### config.mk
export PLATFORM = sky130hd
export DESIGN_NAME = ocr_sqrt
export DESIGN_NICKNAME = d
export VERILOG_FILES = /design/src/rtl/core/ocr_pkg.sv /design/src/rtl/core/ocr_sqrt.sv
export SDC_FILE = /design/constraint.sdc
export NUM_CORES = 2
export LEC_CHECK = 0
export BUFFER_PORTS_ARGS = -buffer_cell sky130_fd_sc_hd__buf_2
export CORE_ASPECT_RATIO = 1.2
export CORE_MARGIN = 3
export CORE_UTILIZATION = 55
export CTS_CLUSTER_DIAMETER = 30
export DETAILED_ROUTE_END_ITERATION = 8
export PLACE_DENSITY = 0.71
export SLEW_MARGIN = 0
export SYNTH_ARGS = -nofsm -noshare
export SYNTH_HDL_FRONTEND = slang
export SYNTH_MEMORY_MAX_BITS = 65536
export SYNTH_SLANG_ARGS = --single-unit
### constraint.sdc
create_clock -name clk -period 5 [get_ports clk]
set_clock_uncertainty 0.15 [all_clocks]
set_input_delay 0.25 -clock clk [delete_from_list [all_inputs] [get_ports clk]]
set_output_delay 0.25 -clock clk [all_outputs]
set_load 0.02 [all_outputs]
### src/rtl/core/ocr_pkg.sv
`timescale 1ns / 1ps

package ocr_pkg;

    localparam int FRONT_STAGES = 3;
    localparam int SQRT_STEPS   = 33;
    localparam int DIV_STEPS    = 33;
    localparam int BACK_STAGES  = 4;
    localparam int PIPE_DEPTH   = FRONT_STAGES + SQRT_STEPS + DIV_STEPS + BACK_STAGES;

    localparam logic [65:0] MIN_SQ = 66'd429497;

    localparam logic [2:0] CFG_YAW_COS          = 3'd0;
    localparam logic [2:0] CFG_YAW_SIN          = 3'd1;
    localparam logic [2:0] CFG_DISTANCE_SCALE   = 3'd2;
    localparam logic [2:0] CFG_MINIMUM_DISTANCE = 3'd3;
    localparam logic [2:0] CFG_VERTICAL_OFFSET  = 3'd4;
    localparam logic [2:0] CFG_SIDEWAYS_OFFSET  = 3'd5;

    typedef struct packed {
        logic signed [31:0] eye_x;
        logic signed [31:0] eye_y;
        logic signed [31:0] eye_z;
        logic signed [31:0] look_x;
        logic signed [31:0] look_y;
        logic signed [31:0] look_z;
    } cam_t;

    typedef struct packed {
        logic               ok;
        logic signed [31:0] new_eye_x;
        logic signed [31:0] new_eye_y;
        logic signed [31:0] new_eye_z;
        logic signed [31:0] new_look_x;
        logic signed [31:0] new_look_y;
        logic signed [31:0] new_look_z;
    } res_t;

    typedef struct packed {
        logic signed [31:0] lx;
        logic signed [31:0] ly;
        logic signed [32:0] tz;
        logic [48:0]        rxm;
        logic [48:0]        rym;
        logic [48:0]        rzm;
        logic               rx_neg;
        logic               ry_neg;
        logic               rz_neg;
        logic [32:0]        vxm;
        logic [32:0]        vym;
        logic               vx_neg;
        logic               vy_neg;
        logic               short_v;
        logic               short_h;
    } p1_t;

    typedef struct packed {
        logic signed [31:0] lx;
        logic signed [31:0] ly;
        logic signed [32:0] tz;
        logic               rx_neg;
        logic               ry_neg;
        logic               rz_neg;
        logic               px_neg;
        logic               py_neg;
        logic [48:0]        dprod;
        logic               short_v;
        logic               short_h;
    } p2_t;

    function automatic logic signed [31:0] sat32(input logic signed [45:0] v);
        logic signed [31:0] r;
        if ((v[45:31] == '0) || (v[45:31] == '1)) begin
            r = v[31:0];
        end else if (v[45]) begin
            r = 32'sh8000_0000;
        end else begin
            r = 32'sh7FFF_FFFF;
        end
        return r;
    endfunction

endpackage

### src/rtl/core/ocr_sqrt.sv
`timescale 1ns / 1ps

module ocr_sqrt (
    input  logic        clk,
    input  logic        en,
    input  logic [65:0] radicand,
    output logic [32:0] root
);
    import ocr_pkg::*;

    typedef struct packed {
        logic [65:0] rad;
        logic [35:0] rem;
        logic [32:0] root;
    } sq_st_t;

    function automatic sq_st_t sq_step(input sq_st_t s);
        sq_st_t      n;
        logic [35:0] rem2;
        logic [35:0] trial;
        rem2  = {s.rem[33:0], s.rad[65:64]};
        trial = {1'b0, s.root, 2'b01};
        n.rad = {s.rad[63:0], 2'b00};
        if (rem2 >= trial)
        begin
            n.rem  = rem2 - trial;
            n.root = {s.root[31:0], 1'b1};
        end else begin
            n.rem  = rem2;
            n.root = {s.root[31:0], 1'b0};
        end
        return n;
    endfunction

    sq_st_t st_reg  [SQRT_STEPS];
    sq_st_t st_next [SQRT_STEPS];
    sq_st_t st_init;

    assign st_init = '{rad: radicand, rem: '0, root: '0};

    assign st_next[0] = sq_step(st_init);
    for (genvar i = 1; i < SQRT_STEPS; i++)
    begin : g_step
        assign st_next[i] = sq_step(st_reg[i-1]);
    end

    always_ff @(posedge clk)
    begin
        if (en)
        begin
            for (int i = 0; i < SQRT_STEPS; i++)
            begin
                st_reg[i] <= st_next[i];
            end
        end
    end

    assign root = st_reg[SQRT_STEPS-1].root;

endmodule

After elaboration in Yosys (flattened, before gate mapping)
Memories as Yosys holds them, arrays and structs flattened.
Index checks and enable logic that the tools add are counted.
W data, S select, Z words.
{ "op_classes": {"addsub": 33, "order_cmp": 33, "muxes": 35} }
{ "ops": {"columns": ["op", "count"], "rows": [
  ["$mux W69", 33],
  ["$ge A36 B35 Y1", 32],
  ["$sub A36 B35 Y36", 32],
  ["$sub A2 B1 Y3 const B", 1],
  ["$ge A2 B1 Y1 const B", 1],
  ["$mux W1", 2]
]} }
{ "word_totals": {"reg_bits": 0, "ram_bits": 4389, "inputBits": 68, "wordCells": 102, "n_memories": 1} }
{ "memory_table": {"columns": ["memory", "words", "width", "read_ports", "rd_ports_with_merged_regs", "wr", "line_no", "text"], "rows": [
  ["st_reg", 33, 133, 33, 0, 33, "ocr_sqrt.sv:35", "sq_st_t st_reg [SQRT_STEPS];"]
]} }

Longest topological paths before layout
An unclocked memory read counts as a cell.
{ "depth": {"ltp_word": 3, "mapped_depth": 14, "ltp_nobuf": 13} }

Least setup slack after synthesis
No wires, ideal clock.
{ "synth_timing": {"path_kind": "register to register", "startpoint": "memory st_reg[0][3757] (netlist bit)", "endpoint": "memory st_reg[0][3892] (netlist bit), data pin", "setup_time_ns": 0.270, "t_arrival_ns": 3.162, "required_ns": 4.580, "setup_slack_ns": 1.418, "path_stages_with_launch": 14, "path_buffers": 2, "path_cell_list": "edfxtp_1 -> ha_1 -> nor2b_1 -> o31a_1 -> o31a_1 -> nor4b_1 -> or2_2 -> a221oi_1 -> a21oi_1 -> o31a_1 -> clkbuf_1 -> clkbuf_1 -> nor2_1 -> a21oi_1"} }
{ "synth_lines": {"columns": ["element", "line_no"], "rows": [
  ["start: declaration", "ocr_sqrt.sv:35"]
]} }

==> flow_summary.yaml <==
yosys:
  synthDistinctLibCells: 88
  synth.area.top_cells: "edfxtp_1 (65%), ha_1 (6.1%), xor2_1 (3.2%)"
  yosysMostFrequentCell: "edfxtp_1"
  synth_top_cells_by_count: "edfxtp_1 (2654), inv_1 (769), nand2_1 (664), a21oi_1 (603), ha_1 (596)"
  synth_top_area_share_pct: 64.7
  ys_seq_area_share_pct: 64.7
  yosysTopAreaCell: "edfxtp_1"
  syn-num-nets: 10100
  synth_area_um2: 123000
  synth_ff_type: "edfxtp_1"
  synth_cells: 9468
  yosysWarnings: 0
  synth_edf_count: 2654
  ys_ff_latch: 2654
  async_flop_share_pct: 0
  avgSynthCellArea_um2: 13.0
global_routing:
  track_usage_pct: 23.7
  grt_pass1_vias: 77800
  grt_pass1_wl_mm: 427
  grt_max_degree: 162
  grt_overflow: 0
  antenna_found_initial: 10
drt:
  first_iter_violations: 5442
  dr.pass1.iters: 6
  routed-via-count: 76000
  route.detailed.drc: 0
  avgViaCountPerCell: 5.65
  wire_per_inst_um: 20.4
  drt-total-wl_mm: 275
  postRouteAntennaNets: 0
layout:
  fillers: 16100
  syn_to_final_growth_pct: 17.7
  fin_nets: 10700
  drive_above_1_share_pct: 11.4
  largest_reg_flops: 2654
power_and_ir_drop:
  p_sw_mw: 21.1
  power.density_nw_per_um2: 520
  p_comb_share_pct: 18.0
  p_int_mw: 54.2
  p_sw_share_pct: 28.0
  peakVddDrop_mv: 0.504
  power.leakage_nw: 56.4
  pwr-share-seq_pct: 40.2
  clkPwrFrac_pct: 41.8
  p_total_mw: 75.4
timing:
  period_needed_ns: 4.56
  maxSlewHeadroom_pct: 17.6
  fin_crit_sh_pct: 91.1
  setup_violations: 0
  finalSetupTns_ns: 0
  max_slew.worst_pin.slew_ns: 1.23
  rsz0062_at_grt: "false"
  slew_violations: 0
  worst_hold_slack_ns: 0.241
  hold_violations: 0
  fmax_mhz: 220
  layout_setup_ws_ns: 0.445
clock_tree:
  cts_num_sinks: 2654
  cts_resized: 0
  numCtsBuffers: 465
  cts.htree.levels: 5
  cts_tree: "yes"
  cts-root-buf: "clkbuf_16"
  clkTransAtPathRegs_ns: 0.05
  postCtsSetupBuffers: 0
  clock_latency_ns: 0.91
  cts_buffer_depth: 4
floorplan:
  initial_utilization_pct: 55.5
  fp.dieArea_um2: 230000
  fp.dieW_um: 438
  coreArea_um2: 222000
  die_h_um: 524
  ios: 101
  rows: 189
placed_design:
  dp_hpwl_mm: 195
  gp_congestion: 0.953
  portBuffers: 100
  pre_cts_ws_ns: 0.588
worst_setup_path:
  cp.required_ns: 5.49
  r2r_end: "st_reg[0][1118]"
  r2r_slack_ns: 0.44
  cp-start-kind: "flop"
  ff2ff_path_depth: 11
  crit_type: "flop to flop"
  crit_end: "st_reg[0][1118]"
  endpoint_kind: "flop"
  worst_ep_arrival_time_ns: 5.04
  r2r-start: "st_reg[0][975]"
  cp-startpoint: "st_reg[0][975]"
  cp_max_fo: 18
status:
  outcome: "finished clean"
flow_run:
  drv_cap: 0
min_path:
  worstHoldPathType: "flop to flop"
[per-layer routing]
metal	vias to the layer above	share of wire (%)	global-route usage [%]
li1	36400	-	-
met1	37000	37	25.8
met2	1967	54	44.5
met3	659	4.2	3.53
met4	2	4.8	11.9
met5	-	0.0047	0
[cell type report]
cell class / instances / area (um^2) / area share [%]
well taps: 2960 / 3700 / 2.56
repair buffers: 353 / 3040 / 2.10
clock buffers: 500 / 11900 / 8.18
flip-flops and latches: 2654 / 79700 / 55.0
clock inverters: 365 / 4070 / 2.81
multi-input cells: 5839 / 39700 / 27.4
inverters: 772 / 2900 / 2.00
diodes: 6 / 15.0 / 0.0104
[cells in the final DEF (no fill, tap or decap), types with 31 or more instances in the layout]
cell type / instances
edfxtp_1: 2654
a21oi_1: 600
nor2b_1: 80
buf_4: 96
xnor2_1: 427
clkbuf_1: 31
dlygate4sd3_1: 134
buf_2: 99
or2_2: 53
mux2_2: 96
clkinvlp_4: 57
and3_1: 37
nor4_1: 121
ha_1: 596
inv_1: 769
and2_1: 31
clkinv_1: 55
a211oi_1: 41
nand3_1: 136
nor2_1: 549
or3_1: 89
a21o_1: 262
inv_6: 57
or4_1: 52
nand2b_1: 99
xor2_1: 445
clkbuf_16: 469
clkinv_4: 45
o21bai_1: 53
a31oi_1: 55
o31ai_1: 49
o21a_1: 109
o21ai_0: 492
clkinv_2: 63
nand2_1: 664
nand4_1: 115
nor3_1: 228
bufinv_16: 58
[stage by stage]
step	util, %	cell area [um^2]	std cells
after floorplan	-	123000	9468
after global placement	57.6	128000	12400
after detailed placement	57.6	128000	12400
after CTS	65.3	145000	13400
after global routing	65.3	145000	13400
final	65.3	145000	13400
[worst min-delay path by stage]
stage / startpoint / endpoint / slack (ns) / depth (start not counted)
after floorplan: radicand[31] / st_reg[0][100] / 0.20 / 0
after global placement: st_reg[0][627] / st_reg[0][762] / 0.25 / 0
after detailed placement: st_reg[0][890] / st_reg[0][1025] / 0.25 / 0
after CTS: st_reg[0][2241] / st_reg[0][2376] / 0.24 / 0
after global routing: st_reg[0][2241] / st_reg[0][2376] / 0.24 / 0
final: st_reg[0][2241] / st_reg[0][2376] / 0.24 / 0
[power groups by stage]
stage               sequential [mW]  combinational (mW)  clock [mW]
floorplan                      29.6                9.84           0
finish                         30.3                13.6        31.5
global route                   30.5                15.1        33.2
CTS                            30.3                13.5        32.1
detailed placement             30.6                13.3           0
global placement               30.6                13.0           0
[critical path, cell delays in order (launching register included)]
cell	delay [ns]
edfxtp_1	0.43
or4_1	0.59
or3_1	0.43
nor4_1	0.61
a21oi_1	0.21
and3_1	0.41
inv_2	0.25
o311ai_1	0.33
nor4_2	0.30
nand2b_1	0.17
nor4_1	0.25
xor2_1	0.14
[logic make-up after synthesis]
| family | count (synthesis) | share of synthesized area [%] |
|---|---|---|
| muxes | 105 | 0.951 |
| DFF | 2654 | 64.7 |
| AOI/OAI and AO/OA | 1907 | 9.57 |
| xor gates and xnor gates | 872 | 6.20 |
| buffers and inverters | 975 | 3.10 |
| adders and majority gates | 596 | 6.06 |
| and+or+nand+nor | 2358 | 9.38 |
| other | 1 | 0.00305 |
[timing repair]
item / CTS / global route
endpoints found under the setup margin: 0 / 0
hold endpoints to repair: 183 / 0
hold buffers: 134 / 0
(Power assumes the default switching activity.)
